### src/hdl/kfq_pkg.sv
// Package for the keyed FIFO queue: request and result item types, op and status codes, back part states.
// No dependencies.
package kfq_pkg;

    typedef enum logic [1:0] {
        OP_PUSH     = 2'd0,
        OP_POP      = 2'd1,
        OP_CONTAINS = 2'd2,
        OP_REMOVE   = 2'd3
    } t_op;

    typedef enum logic [1:0] {
        ST_OK    = 2'd0,
        ST_EMPTY = 2'd1,
        ST_FULL  = 2'd2,
        ST_RSVD  = 2'd3
    } t_status;

    typedef struct packed {
        t_op                op;
        logic signed [31:0] key;
        logic        [31:0] item_data;
    } t_req;

    typedef struct packed {
        t_status            status;
        logic signed [31:0] out_key;
        logic        [31:0] out_data;
        logic        [4:0]  length;
    } t_rsp;

    typedef enum logic [2:0] {
        S_IDLE,
        S_READ,
        S_CHECK,
        S_UNLINK,
        S_DONE
    } t_state;

endpackage

### src/hdl/kfq_front.sv
// Front part: two-entry request queue between the input channel and the back part.
// Depends on kfq_pkg.
module kfq_front (
    input  logic           i_clk,
    input  logic           i_rst_n,
    input  logic           i_valid,
    output logic           o_ready,
    input  kfq_pkg::t_req  i_req,
    output logic           o_req_valid,
    input  logic           i_req_ready,
    output kfq_pkg::t_req  o_req
);
    kfq_pkg::t_req r_q [2];
    logic [1:0]    r_cnt;
    logic          r_rd;
    logic          w_push;
    logic          w_pop;

    assign o_ready     = (r_cnt != 2'd2);
    assign w_push      = i_valid && o_ready;
    assign o_req_valid = (r_cnt != 2'd0);
    assign w_pop       = o_req_valid && i_req_ready;
    assign o_req       = r_q[r_rd];

    always_ff @(posedge i_clk) begin
        if (!i_rst_n) begin
            r_cnt <= 2'd0;
            r_rd  <= 1'b0;
        end else begin
            r_cnt <= r_cnt + {1'b0, w_push} - {1'b0, w_pop};
            if (w_pop) begin
                r_rd <= ~r_rd;
            end
        end
    end

    always_ff @(posedge i_clk) begin
        if (w_push) begin
            r_q[r_rd ^ r_cnt[0]] <= i_req;
        end
    end
endmodule

### src/hdl/kfq_back.sv
// Back part: linked list in slot memories, walked one link at a time (read, then check), result register.
// Depends on kfq_pkg.
module kfq_back #(
    parameter int DEPTH     = 16,
    parameter int DATA_BITS = 32
) (
    input  logic           i_clk,
    input  logic           i_rst_n,
    input  logic           i_req_valid,
    output logic           o_req_ready,
    input  kfq_pkg::t_req  i_req,
    output logic           o_valid,
    input  logic           i_ready,
    output kfq_pkg::t_rsp  o_rsp
);
    localparam int IW = (DEPTH > 1) ? $clog2(DEPTH) : 1;
    localparam int CW = $clog2(DEPTH + 1);

    logic [31:0]          r_keys [DEPTH];
    logic [DATA_BITS-1:0] r_data [DEPTH];
    logic [IW-1:0]        r_link [DEPTH];
    logic [DEPTH-1:0]     r_free;
    logic [IW-1:0]        r_head, r_tail;
    logic [CW-1:0]        r_count;

    kfq_pkg::t_state r_state, n_state;
    kfq_pkg::t_req   r_req;
    logic [IW-1:0]   r_cur, r_prev;
    logic            r_has_prev;
    logic [CW-1:0]   r_steps;
    logic [31:0]     r_rkey;
    logic [DATA_BITS-1:0] r_rdata;
    logic [IW-1:0]   r_rlink;
    logic            r_ovalid;
    kfq_pkg::t_rsp   r_rsp;

    logic [IW-1:0]   w_slot;
    logic [CW-1:0]   w_cnt_dec;
    logic [31:0]     w_odata;

    always_comb begin
        w_slot = '0;
        for (int i = DEPTH - 1; i >= 0; i--) begin
            if (r_free[i]) begin
                w_slot = IW'(i);
            end
        end
    end

    assign w_cnt_dec   = r_count - CW'(1);
    assign o_req_ready = (r_state == kfq_pkg::S_IDLE) && !r_ovalid;
    assign o_valid     = r_ovalid;
    assign o_rsp       = r_rsp;
    assign w_odata     = 32'(r_rdata);

    always_ff @(posedge i_clk) begin
        if (!i_rst_n) begin
            r_state <= kfq_pkg::S_IDLE;
        end else begin
            r_state <= n_state;
        end
    end

    always_comb begin
        n_state = r_state;
        case (r_state)
            kfq_pkg::S_IDLE: begin
                if (i_req_valid && o_req_ready) begin
                    if (i_req.op == kfq_pkg::OP_PUSH || r_count == '0) begin
                        n_state = kfq_pkg::S_IDLE;
                    end else begin
                        n_state = kfq_pkg::S_READ;
                    end
                end
            end
            kfq_pkg::S_READ:   n_state = kfq_pkg::S_CHECK;
            kfq_pkg::S_CHECK: begin
                if (r_req.op == kfq_pkg::OP_POP
                        || r_rkey == r_req.key) begin
                    n_state = (r_req.op == kfq_pkg::OP_CONTAINS)
                              ? kfq_pkg::S_IDLE : kfq_pkg::S_UNLINK;
                end else if (r_steps == CW'(1)) begin
                    n_state = kfq_pkg::S_IDLE;
                end else begin
                    n_state = kfq_pkg::S_READ;
                end
            end
            kfq_pkg::S_UNLINK: n_state = kfq_pkg::S_IDLE;
            default:           n_state = kfq_pkg::S_IDLE;
        endcase
    end

    always_ff @(posedge i_clk) begin
        if (r_state == kfq_pkg::S_READ) begin
            r_rkey  <= r_keys[r_cur];
            r_rdata <= r_data[r_cur];
            r_rlink <= r_link[r_cur];
        end
    end

    always_ff @(posedge i_clk) begin
        if (!i_rst_n) begin
            r_free   <= '1;
            r_head   <= '0;
            r_tail   <= '0;
            r_count  <= '0;
            r_ovalid <= 1'b0;
        end else begin
            if (r_ovalid && i_ready) begin
                r_ovalid <= 1'b0;
            end
            case (r_state)
                kfq_pkg::S_IDLE: begin
                    if (i_req_valid && o_req_ready) begin
                        r_req      <= i_req;
                        r_cur      <= r_head;
                        r_has_prev <= 1'b0;
                        r_prev     <= '0;
                        r_steps    <= r_count;
                        r_rsp.out_key  <= '0;
                        r_rsp.out_data <= '0;
                        if (i_req.op == kfq_pkg::OP_PUSH) begin
                            r_ovalid     <= 1'b1;
                            r_rsp.length <= 5'(r_count);
                            if (r_count == CW'(DEPTH)) begin
                                r_rsp.status <= kfq_pkg::ST_FULL;
                            end else begin
                                r_rsp.status <= kfq_pkg::ST_OK;
                                r_rsp.length <= 5'(r_count + CW'(1));
                                r_free[w_slot] <= 1'b0;
                                if (r_count == '0) begin
                                    r_head <= w_slot;
                                end
                                r_tail  <= w_slot;
                                r_count <= r_count + CW'(1);
                            end
                        end else if (r_count == '0) begin
                            r_ovalid     <= 1'b1;
                            r_rsp.status <= kfq_pkg::ST_EMPTY;
                            r_rsp.length <= '0;
                        end
                    end
                end
                kfq_pkg::S_CHECK: begin
                    if (r_req.op == kfq_pkg::OP_POP || r_rkey == r_req.key) begin
                        if (r_req.op == kfq_pkg::OP_CONTAINS) begin
                            r_ovalid     <= 1'b1;
                            r_rsp.status <= kfq_pkg::ST_OK;
                            r_rsp.length <= 5'(r_count);
                        end
                    end else if (r_steps == CW'(1)) begin
                        r_ovalid     <= 1'b1;
                        r_rsp.status <= kfq_pkg::ST_EMPTY;
                        r_rsp.length <= 5'(r_count);
                    end else begin
                        r_prev     <= r_cur;
                        r_has_prev <= 1'b1;
                        r_cur      <= r_rlink;
                        r_steps    <= r_steps - CW'(1);
                    end
                end
                kfq_pkg::S_UNLINK: begin
                    r_ovalid       <= 1'b1;
                    r_rsp.status   <= kfq_pkg::ST_OK;
                    r_rsp.out_key  <= r_rkey;
                    r_rsp.out_data <= w_odata;
                    r_rsp.length   <= 5'(w_cnt_dec);
                    r_free[r_cur]  <= 1'b1;
                    r_count        <= w_cnt_dec;
                    if (!r_has_prev) begin
                        r_head <= r_rlink;
                    end
                    if (r_tail == r_cur) begin
                        r_tail <= r_prev;
                    end
                    if (w_cnt_dec == '0) begin
                        r_head <= '0;
                        r_tail <= '0;
                    end
                end
                default: begin
                end
            endcase
        end
    end

    always_ff @(posedge i_clk) begin
        if (r_state == kfq_pkg::S_IDLE && i_req_valid && o_req_ready
                && i_req.op == kfq_pkg::OP_PUSH && r_count != CW'(DEPTH)) begin
            r_keys[w_slot] <= i_req.key;
            r_data[w_slot] <= DATA_BITS'(i_req.item_data);
            if (r_count != '0) begin
                r_link[r_tail] <= w_slot;
            end
        end else if (r_state == kfq_pkg::S_UNLINK && r_has_prev) begin
            r_link[r_prev] <= r_rlink;
        end
    end
endmodule

### src/hdl/keyed_fifo_queue.sv
// Top level of the keyed FIFO queue: front request queue and back list engine.
// Depends on kfq_pkg, kfq_front, kfq_back.
//
// Usage: requests enter on i_valid/o_ready with an i_req item (op, key, item_data);
// results leave on o_valid/i_ready with an o_rsp item (status, out_key, out_data,
// length). Exactly one result per request, in request order.
// The request queue registers each item before the back part takes it.
// Push, and any request on an empty queue, give the result in the cycle after the back
// part takes it. Pop passes through the read, check and unlink states. Contains and
// remove pass the read and check states once per entry visited (one memory read, one
// compare), and a remove then passes the unlink state.
// A two-entry request queue in front keeps accepting while the back part works.
// When the receiver stalls, the result register holds and the back part waits;
// the request queue fills and then drops o_ready.
// Reset (synchronous, active low) empties the queue: all slots free, length zero.
// Stored keys, data and links are undefined until written; no clearing pass.
module keyed_fifo_queue #(
    parameter int DEPTH     = 16,
    parameter int DATA_BITS = 32
) (
    input  logic           i_clk,
    input  logic           i_rst_n,
    input  logic           i_valid,
    output logic           o_ready,
    input  kfq_pkg::t_req  i_req,
    output logic           o_valid,
    input  logic           i_ready,
    output kfq_pkg::t_rsp  o_rsp
);
    logic          w_req_valid;
    logic          w_req_ready;
    kfq_pkg::t_req w_req;

    kfq_front u_front (
        .i_clk       (i_clk),
        .i_rst_n     (i_rst_n),
        .i_valid     (i_valid),
        .o_ready     (o_ready),
        .i_req       (i_req),
        .o_req_valid (w_req_valid),
        .i_req_ready (w_req_ready),
        .o_req       (w_req)
    );

    kfq_back #(
        .DEPTH     (DEPTH),
        .DATA_BITS (DATA_BITS)
    ) u_back (
        .i_clk       (i_clk),
        .i_rst_n     (i_rst_n),
        .i_req_valid (w_req_valid),
        .o_req_ready (w_req_ready),
        .i_req       (w_req),
        .o_valid     (o_valid),
        .i_ready     (i_ready),
        .o_rsp       (o_rsp)
    );

`ifndef ASSERT_OFF
    a_len_range: assert property (@(posedge i_clk) disable iff (!i_rst_n)
        o_valid |-> (o_rsp.length <= 5'(DEPTH)))
        else $error("length beyond depth");
    a_full_status: assert property (@(posedge i_clk) disable iff (!i_rst_n)
        (o_valid && o_rsp.status == kfq_pkg::ST_FULL) |-> (o_rsp.length == 5'(DEPTH)))
        else $error("full reported below depth");
    a_empty_zero: assert property (@(posedge i_clk) disable iff (!i_rst_n)
        (o_valid && o_rsp.status == kfq_pkg::ST_EMPTY) |-> (o_rsp.out_data == '0))
        else $error("data on empty result");
    a_no_accept_busy: assert property (@(posedge i_clk) disable iff (!i_rst_n)
        (o_valid && !i_ready) |=> o_valid)
        else $error("result lost under stall");
`endif
endmodule

### config.mk
export PLATFORM = sky130hd
export DESIGN_NAME = keyed_fifo_queue
export DESIGN_NICKNAME = d
export VERILOG_FILES = /design/src/hdl/kfq_pkg.sv /design/src/hdl/kfq_front.sv /design/src/hdl/kfq_back.sv /design/src/hdl/keyed_fifo_queue.sv
export SDC_FILE = /design/constraint.sdc
export NUM_CORES = 1
export LEC_CHECK = 0
export BUFFER_PORTS_ARGS = -buffer_cell sky130_fd_sc_hd__buf_2
export CORE_MARGIN = 2
export CORE_UTILIZATION = 40
export DETAILED_ROUTE_END_ITERATION = 8
export PLACE_DENSITY = 0.59
export SYNTH_ARGS = -nofsm -noshare
export SYNTH_HDL_FRONTEND = slang
export SYNTH_SLANG_ARGS = --single-unit
### constraint.sdc
create_clock -name i_clk -period 7.17 [get_ports i_clk]
set_input_delay 1.434 -clock i_clk [delete_from_list [all_inputs] [get_ports i_clk]]
set_output_delay 1.434 -clock i_clk [all_outputs]
set_load 0.02 [all_outputs]
# [Yosys cells after proc, flatten, opt, wreduce, memory -nomap -nowiden]
# Memories as Yosys holds them, arrays and structs flattened. A register that Yosys moved wholly into a read port is not among the register bits.
# Index checks and enable logic that the tools add are counted.
[word_totals] mem_bits_rw=1220 rom_bits=0 wordCells=191 n_memories=4 register_bits=155 latchBits=0
[mem_list] memory="u_back.r_data" words=16 word_bits=32 rd=1 rd_clocked_by_memory_dff=1 wr=1 line="kfq_back.sv:20" text="logic [DATA_BITS-1:0] r_data [DEPTH];"
[mem_list] memory="u_back.r_keys" words=16 word_bits=32 rd=1 rd_clocked_by_memory_dff=1 wr=1 line="kfq_back.sv:19" text="logic [31:0] r_keys [DEPTH];"
[mem_list] memory="u_front.r_q" words=2 word_bits=66 rd=1 rd_clocked_by_memory_dff=1 wr=1 line="kfq_front.sv:13" text="kfq_pkg::t_req r_q [2];"
[mem_list] memory="u_back.r_link" words=16 word_bits=4 rd=1 rd_clocked_by_memory_dff=1 wr=1 line="kfq_back.sv:21" text="logic [IW-1:0] r_link [DEPTH];"
[classes] n_mul=0 n_eq_ne=22 mux=101 n_lt_le_gt_ge=4 n_reduce_logical=32 bitwise=5 n_addsub=5 shift=0 div=0
[ops] op="$mux W4" n=35
[ops] op="$pmux W64 S2" n=1
[ops] op="$mux W71" n=1
[ops] op="$mux W5" n=11
[ops] op="$mux W16" n=3
[ops] op="$eq A32 B32 Y1" n=1
[ops] op="$pmux W16 S2" n=1
[ops] op="$pmux W4 S2" n=4
[ops] op="$mux W1" n=27
[ops] op="$pmux W5 S2" n=2
[ops] op="$and A16 B16 Y16" n=1
[ops] op="$not A16 Y16" n=1
[ops] op="$or A16 B16 Y16" n=1
[ops] op="$pmux W5 S3" n=1
[ops] op="$mux W2" n=7
[ops] op="$ne A2 B2 Y1 const B" n=6
[ops] op="$reduce_and A6 Y1" n=2
[ops] op="$logic_and A1 B1 Y1" n=11
[ops] op="$logic_not A5 Y1" n=2
[ops] op="$lt A4 B5 Y1 const B" n=2
[ops] op="$reduce_and A5 Y1" n=2
[ops] op="$sub A5 B1 Y5 const B" n=2
[ops] op="$pmux W3 S3" n=1
[ops] op="$reduce_and A3 Y1" n=3
[ops] op="other kinds (32)" n=41

# [Longest topological paths before layout]
# Gate-level depths: netlist of run 1.
[depth] word_depth=26 mapped_depth=8

# [Cells and area by module]
# A second synthesis of run 1 with hierarchy kept.
[hier_totals] hier_cells=2444 area_unflattened_um2=55151.6
[by_module_without_submodules] module="kfq_back" area_per_inst_um2=49990.4 cells_per_inst=2215 instances=1
[by_module_without_submodules] module="kfq_front" area_per_inst_um2=5161.2 cells_per_inst=229 instances=1

# [Worst setup path after synthesis of run 1]
# OpenSTA, ideal clock, no wires.
[synth_timing] path_type="reg2reg" startpoint="register u_back.r_count[0]" endpoint="register u_back.r_free[1]" stages_incl_launch_ff=9 n_path_buf=0 slack_ns=0.126 synth_period_minus_slack_ns=7.044 required_time_ns=6.813 arrival_ns=6.687 cell_sequence="dfxtp_1 -> inv_1 -> ha_1 -> nand4bb_1 -> o21ai_1 -> nor2_2 -> nand2_1 -> nor3b_1 -> o21ai_0"
[synth_via] elab_chain_cells=3
[synth_lines] item="start, declared" line="kfq_back.sv:24" text="logic [CW-1:0] r_count;"
[synth_lines] item="start signal, assigned" line="kfq_back.sv:135" text="r_count <= r_count + CW'(1);"
[synth_lines] item="start signal, assigned" line="kfq_back.sv:169" text="r_count <= w_cnt_dec;"
[synth_lines] item="$eq A5 B5 Y1" line="kfq_back.sv:125" text="if (r_count == CW'(DEPTH)) begin"
[synth_lines] item="$ne A2 B2 Y1 (no line)"
[synth_lines] item="$reduce_and A4 Y1 (no line)"
[synth_lines] item="end signal, assigned" line="kfq_back.sv:103" text="r_free <= '1;"
[synth_lines] item="end signal, assigned by index" line="kfq_back.sv:130" text="r_free[w_slot] <= 1'b0;"
[synth_lines] item="end signal, assigned by index" line="kfq_back.sv:168" text="r_free[r_cur] <= 1'b1;"
[synth_lines] item="end, declared" line="kfq_back.sv:22" text="logic [DEPTH-1:0] r_free;"
# No other way between the ends.
# A chain may end at the register's enable or synchronous reset.

# [Worst setup path after layout of run 1]
[layout_timing] startpoint="register u_back.r_state[0]" endpoint="register u_back.r_rsp, in the netlist u_back.o_rsp[2], enable pin"
[layout_via] elab_chain_cells=5 elab_cells_between_ends=11 cone_classes="eq/ne (6); reduce/logical (5)"
[layout_lines] item="start, declared" line="kfq_back.sv:26" text="kfq_pkg::t_state r_state, n_state;"
[layout_lines] item="start signal, assigned" line="kfq_back.sv:58" text="r_state <= kfq_pkg::S_IDLE;"
[layout_lines] item="start signal, assigned" line="kfq_back.sv:60" text="r_state <= n_state;"
[layout_lines] item="$logic_not A3 Y1" line="kfq_back.sv:51, kfq_back.sv:112"
[layout_lines] item="$logic_and A1 B1 Y1" line="kfq_back.sv:51" text="assign o_req_ready = (r_state == kfq_pkg::S_IDLE) && !r_ovalid;"
[layout_lines] item="$logic_and A1 B1 Y1" line="kfq_back.sv:114" text="if (i_req_valid && o_req_ready) begin"
[layout_lines] item="$ne A2 B2 Y1 (no line)"
[layout_lines] item="$reduce_and A6 Y1 (no line) *"
[layout_lines] item="end, declared" line="kfq_back.sv:35" text="kfq_pkg::t_rsp r_rsp;"
# Every way passes the cells marked *; elsewhere a longest branch is shown, timed or not.

==> results of run 1 <==
power breakdown:
part	total, mW	switching, mW	internal (mW)
combinational	3.29	2.09	1.20
sequential	10.8	0.229	10.6
clock	7.57	3.14	4.43
through the flow:
stage / instances / area (um^2) / hold slack [ps] / setup slack [ps]
floorplan: 2412 / 54600 / 472 / 126
global placement: 4266 / 57600 / 492 / 3110
detailed placement: 4266 / 57600 / 495 / 2970
CTS: 4532 / 62400 / 515 / 3160
global route: 4532 / 62400 / 541 / 2860
finish: 4532 / 62400 / 519 / 3190
cell usage in the layout (no fill, tap or decap), types with 23 or more instances in the layout:
cell type	count
buf_4	41
dfxtp_1	33
mux4_2	340
nand2_1	42
clkbuf_1	29
o21ai_0	29
clkbuf_16	157
buf_2	142
nor2_1	51
edfxtp_1	1407
clkinv_2	23
mux2_2	66
and3_1	70
xor2_1	40
logic make-up after synthesis:
family	count (synthesis)	synth area share, %
AOI/OAI and AO/OA	112	1.36
xor gates and xnor gates	48	0.770
adders and majority gates	7	0.160
buffers and inverters	136	1.05
DFF	1443	78.7
muxes	406	15.4
and+or+nand+nor	260	2.52
cells in the mapped netlist, types with 11 or more instances:
| cell type | count |
|---|---|
| mux4_2 | 340 |
| inv_1 | 17 |
| a21oi_1 | 22 |
| nor4_1 | 12 |
| o21ai_0 | 31 |
| edfxtp_1 | 1407 |
| mux2_2 | 66 |
| a31oi_1 | 12 |
| nand2_1 | 42 |
| clkbuf_1 | 67 |
| xor2_1 | 40 |
| nor3b_1 | 11 |
| nor3_1 | 32 |
| dfxtp_1 | 36 |
| and3_1 | 71 |
| buf_2 | 40 |
| nor2_1 | 53 |
sequential cells by signal, indices dropped and copies added, names as in the netlist, 5 cells and up, named ones only:
signal / cells
u_back.r_link: 64
u_back.r_count: 5
u_back.r_rdata: 32
u_back.o_rsp: 71
u_back.r_keys: 512
u_back.r_free: 16
u_front.r_q: 132
u_back.r_data: 512
u_back.r_steps: 5
u_back.r_req: 34
u_back.r_rkey: 32
final timing paths:
check	end	slack (ps)
max	u_back.o_rsp[2]	3190
min	u_back.r_head[1]	520
max reg2reg	u_back.o_rsp[2]	3190
min reg2reg	u_back.r_head[1]	520
per-layer routing:
layer	wire length, um	track usage [%]
met2	60300	28.6
met3	6630	2.91
met4	2620	5.05
met1	52900	24.5
met5	0	0
area by class of cell:
| cell class | count | area (um^2) | share of cell area (%) |
|---|---|---|---|
| Clock buffer | 189 | 4080 | 6.53 |
| Tap cell | 1781 | 2230 | 3.57 |
| Inverter | 18 | 67.6 | 0.108 |
| Sequential cell | 1443 | 43000 | 68.8 |
| Multi-Input combinational cell | 833 | 11200 | 17.9 |
| Clock inverter | 77 | 738 | 1.18 |
| Timing Repair Buffer | 191 | 1180 | 1.89 |
==> results.py, run 1 <==
metrics = {
    "run_status": {
        "status": "completed",
    },
    "power": {
        "power.leakage_nw": 19.7,
        "powerDensity_nw_per_um2": 347,
        "power_mw": 21.7,
        "ir_drop_mv": 0.206,
    },
    "die": {
        "num_io_pins": 143,
        "num_rows": 135,
        "dieArea_um2": 139000,
        "coreArea_um2": 135000,
        "initial_utilization_pct": 40.3,
        "die_w_um": 373,
        "die_h_um": 373,
    },
    "sta": {
        "final_hold_viol_count": 0,
        "setup_viol": 0,
        "tightest_slew_ps": 1190,
        "finalCriticalPeriod_ps": 3980,
        "timing.slew.headroom_pct": 20.3,
        "min_period_over_period_pct": 55.5,
        "slew_viol_final": 0,
        "fmax_ghz": 0.251,
        "finalSetupTns_ps": 0,
        "clock_skew_ps": 27.4,
        "rsz0062_at_grt": "false",
    },
    "setup_path": {
        "end_kind": "register",
        "reg2reg_depth": 5,
        "crit_path_start": "u_back.r_state[0]",
        "path_depth": 5,
        "cp_max_fo": 41,
        "start_kind": "register",
        "r2r_start": "u_back.r_state[0]",
        "max_stage_delay_ps": 860,
        "crit_buf_inv": 2,
        "crit_slowest_cell": "dfxtp_2",
        "crit_path_cell_trace": "buf_4, nand2b_1, clkinv_1, and3_1, nor3_1",
        "path_class": "register to register",
        "crit_arrival_ps": 4350,
        "crit_family": "simple AND/OR/NAND/NOR gates",
        "worstPathRequired_ps": 7540,
    },
    "min_path": {
        "hp-start": "u_back.r_head[1]",
        "whs_path_depth": 1,
        "worstHoldPathType": "register to register",
    },
    "global_route": {
        "grt-ovfl-total": 0,
        "grt_pass1_wl_um": 179000,
        "antenna_found_initial": 6,
        "grt_pass1_vias": 26422,
        "grt_max_degree": 164,
        "grt.total_usage_pct": 17.6,
    },
    "run": {
        "drv_cap": 0,
    },
    "detailed_routing": {
        "routedWlPerCell_um": 27.0,
        "first_pass_iters": 5,
        "wl_um": 122000,
        "drt_iter0_drc": 2292,
        "postRouteAntennaNets": 0,
        "dr_total_vias": 25183,
        "drc": 0,
        "via_per_inst": 5.56,
    },
    "logic_synthesis": {
        "ys_ff_latch": 1443,
        "avgSynthCellArea_um2": 22.6,
        "ys_warn_count": 0,
        "synthArstFlopShare_pct": 0,
        "yosysSeqAreaShare_pct": 78.7,
        "yosysTopAreaCell": "edfxtp_1",
        "yosys-top-cells-area": "edfxtp_1, mux4_2, mux2_2, dfxtp_1, and3_1",
        "ys_types": 57,
        "synth_area_um2": 54600,
        "synth_flop_cell": "edfxtp_1",
        "synth-edff-count": 1407,
        "synth_top_area_share_pct": 77.4,
        "syn-num-nets": 2489,
        "syn_inst": 2412,
    },
    "placement": {
        "io_buffers": 142,
        "dp_hpwl_um": 65300,
        "gp_congestion": 0.841,
    },
    "layout": {
        "fin_nets": 2714,
        "area_growth_pct": 14.4,
        "diodes": 0,
        "fin_util_pct": 46.1,
        "drive_gt1_share_pct": 30.9,
        "nFillCells": 11105,
    },
    "clocking": {
        "post-cts-setup-buffers": 0,
        "cts_max_path_buffers": 3,
        "path_clk_slew_ps": 50,
        "ctsRootBufferMaster": "clkbuf_16",
        "cts_buffers": 150,
        "clk_latency_ps": 770,
        "cts.htree.levels": 4,
        "clkSinkCount": 1443,
        "post_cts_resized": 0,
        "cts_tree": "built",
        "cts_hold_buf": 0,
    },
}
(Power assumes the default switching activity.)
==> run 2: changes to the inputs <==
- ABC_AREA: default -> 1
- PLACE_DENSITY: 0.59 -> 0.57
- clock period: 7.17 -> 3.8 ns (I/O delays scaled with it)
==> run 2 against run 1 <==
Net effect:
- die area is 1.8% lower
- critical path depth is 3 higher
- count of clock-buffer cells in the layout is 1 lower
- worst hold slack worse by 350 ps
- first-iteration DRC count is 24% higher
==> results.py, run 2 <==
metrics = {
    "min_path": {
        "worstHoldPathType": "input port to register",
    },
    "detailed_routing": {
        "wl_um": 133000,
        "via_per_inst": 5.53,
        "routedWlPerCell_um": 25.0,
        "drt_iter0_drc": 2842,
        "drc": 0,
        "first_pass_iters": 5,
        "postRouteAntennaNets": 0,
        "dr_total_vias": 29391,
    },
    "setup_path": {
        "crit_arrival_ps": 3550,
        "worstPathRequired_ps": 4250,
        "max_stage_delay_ps": 870,
        "crit_slowest_cell": "nor4_4",
        "crit_buf_inv": 3,
        "end_kind": "register",
        "crit_family": "simple AND/OR/NAND/NOR gates",
        "path_class": "register to register",
        "start_kind": "register",
        "cp_max_fo": 27,
        "rrSetupSlack_ps": 700,
        "crit_path_cell_trace": "inv_1, ha_1, nand3_2, nor2_4, inv_2, nand3_4, nor4_4, buf_12",
    },
    "logic_synthesis": {
        "yosys-top-cells-area": "edfxtp_1, a22oi_1, a21oi_1, dfxtp_1, mux2_2",
        "synth_flop_cell": "edfxtp_1",
        "synth_top_area_share_pct": 78.8,
        "yosysSeqAreaShare_pct": 80.2,
        "avgSynthCellArea_um2": 16.6,
        "synth.most_common_cell": "edfxtp_1",
        "syn-num-nets": 3305,
        "ys_types": 52,
        "yosysTopAreaCell": "edfxtp_1",
        "ys_ff_latch": 1443,
        "synthArstFlopShare_pct": 0,
        "ys_warn_count": 0,
        "synth_area_um2": 53600,
        "ys_top_cells_by_count": "edfxtp_1, a22oi_1, a21oi_1, inv_1, clkbuf_1",
        "syn_inst": 3228,
        "synth-edff-count": 1407,
    },
    "sta": {
        "tightest_slew_ps": 887,
        "fin_hold_ws_ps": 171,
        "final_hold_viol_count": 0,
        "rsz0062_at_grt": "false",
        "clock_skew_ps": 23.0,
        "min_period_over_period_pct": 81.7,
        "timing.slew.headroom_pct": 40.9,
        "postLayoutSetupSlackWorst_ps": 695,
        "setup_viol": 0,
        "finalSetupTns_ps": 0,
        "slew_viol_final": 0,
        "finalCriticalPeriod_ps": 3100,
        "fmax_ghz": 0.322,
    },
    "layout": {
        "drive_gt1_share_pct": 16.1,
        "final_cell_area_um2": 62000,
        "area_growth_pct": 15.7,
        "nFillCells": 11374,
        "final_cells": 5311,
        "mostFrequentLayoutCells": "edfxtp_1, a22oi_1, a21oi_1, clkbuf_16, inv_1",
        "multi_input_area_um2": 9560,
        "fin_util_pct": 46.5,
        "diodes": 0,
        "final_common_cell": "edfxtp_1",
        "register_area_um2": 43000,
        "fin_nets": 3492,
    },
    "global_route": {
        "antenna_found_initial": 1,
        "grt_pass1_vias": 29267,
        "grt_max_degree": 113,
        "grt_pass1_wl_um": 196000,
        "grt-ovfl-total": 0,
        "grt.total_usage_pct": 19.2,
    },
    "die": {
        "die_w_um": 370,
        "num_rows": 134,
        "num_io_pins": 143,
        "dieArea_um2": 137000,
        "initial_utilization_pct": 40.2,
        "die_h_um": 370,
        "coreArea_um2": 133000,
    },
    "clocking": {
        "cts_hold_buf": 0,
        "clkSinkCount": 1443,
        "cts_max_path_buffers": 3,
        "cts_buffers": 152,
        "cts_tree": "built",
        "path_clk_slew_ps": 60,
        "cts.htree.levels": 4,
        "ctsRootBufferMaster": "clkbuf_16",
        "post_cts_resized": 0,
        "clk_latency_ps": 780,
        "post-cts-setup-buffers": 0,
    },
    "placement": {
        "placed_area_um2": 57100,
        "io_buffers": 142,
        "dp_hpwl_um": 71200,
        "place_ws_ps": 733,
        "place_inst": 5029,
        "gp_congestion": 0.811,
    },
    "power": {
        "power_mw": 48.6,
        "powerDensity_nw_per_um2": 783,
        "ir_drop_mv": 0.546,
        "power.leakage_nw": 20.2,
    },
    "run": {
        "drv_cap": 0,
    },
    "run_status": {
        "status": "completed",
    },
}
[run 2: changes by cell type in the layout (fill, tap and decap cells not counted), sizes merged, moves of 25 or more]
cell / previous run / this run
nand3: 8 / 34
a21oi: 22 / 308
and3: 71 / 0
mux4: 340 / 0
inv: 24 / 171
xor2: 40 / 15
nor2: 54 / 128
or4: 4 / 68
nand2: 42 / 122
a22oi: 1 / 544
[run 2: kinds of logic (layout without fill, tap and decap cells)]
group,count (synthesis),count (layout),synth area share (%)
mux,66,66,1.38
xor+xnor,34,34,0.556
flops,1443,1443,80.2
simple gates,404,404,3.76
compound gates,935,935,11.5
buf+inv,339,654,2.47
fa+ha+maj,7,7,0.163
[run 2: path summary, 6_finish.rpt]
kind,to,cells after the start,start
worst max-delay path,u_back.r_data[2][24],8,u_back.r_count[1]
worst min-delay path,u_front.r_q[1][62],1,i_req[62]
worst max register to register,u_back.r_data[2][24],8,u_back.r_count[1]
worst min register to register,u_back.r_free[9],2,u_back.r_free[9]
[run 2: power breakdown]
part           switching, mW  internal, mW
combinational           8.89          3.43
sequential             0.591          21.0
clock                   6.17          8.46
[run 2: per-layer routing]
layer,global-route usage [%],share of wire [%],vias up
met5,0,0.0098,-
met4,5.32,2.0,2
met3,3.16,5.8,177
met2,30.9,48,938
met1,27.2,44,15100
li1,-,-,13174
[run 2: final cells by class]
| type | instances | share of cell area [%] |
|---|---|---|
| clock buffer | 188 | 6.42 |
| multi-input combinational | 1446 | 15.4 |
| sequential | 1443 | 69.3 |
| timing repair buffer | 211 | 2.77 |
| clock inverter | 94 | 1.51 |
| tap | 1768 | 3.57 |
| inverter | 161 | 1.02 |
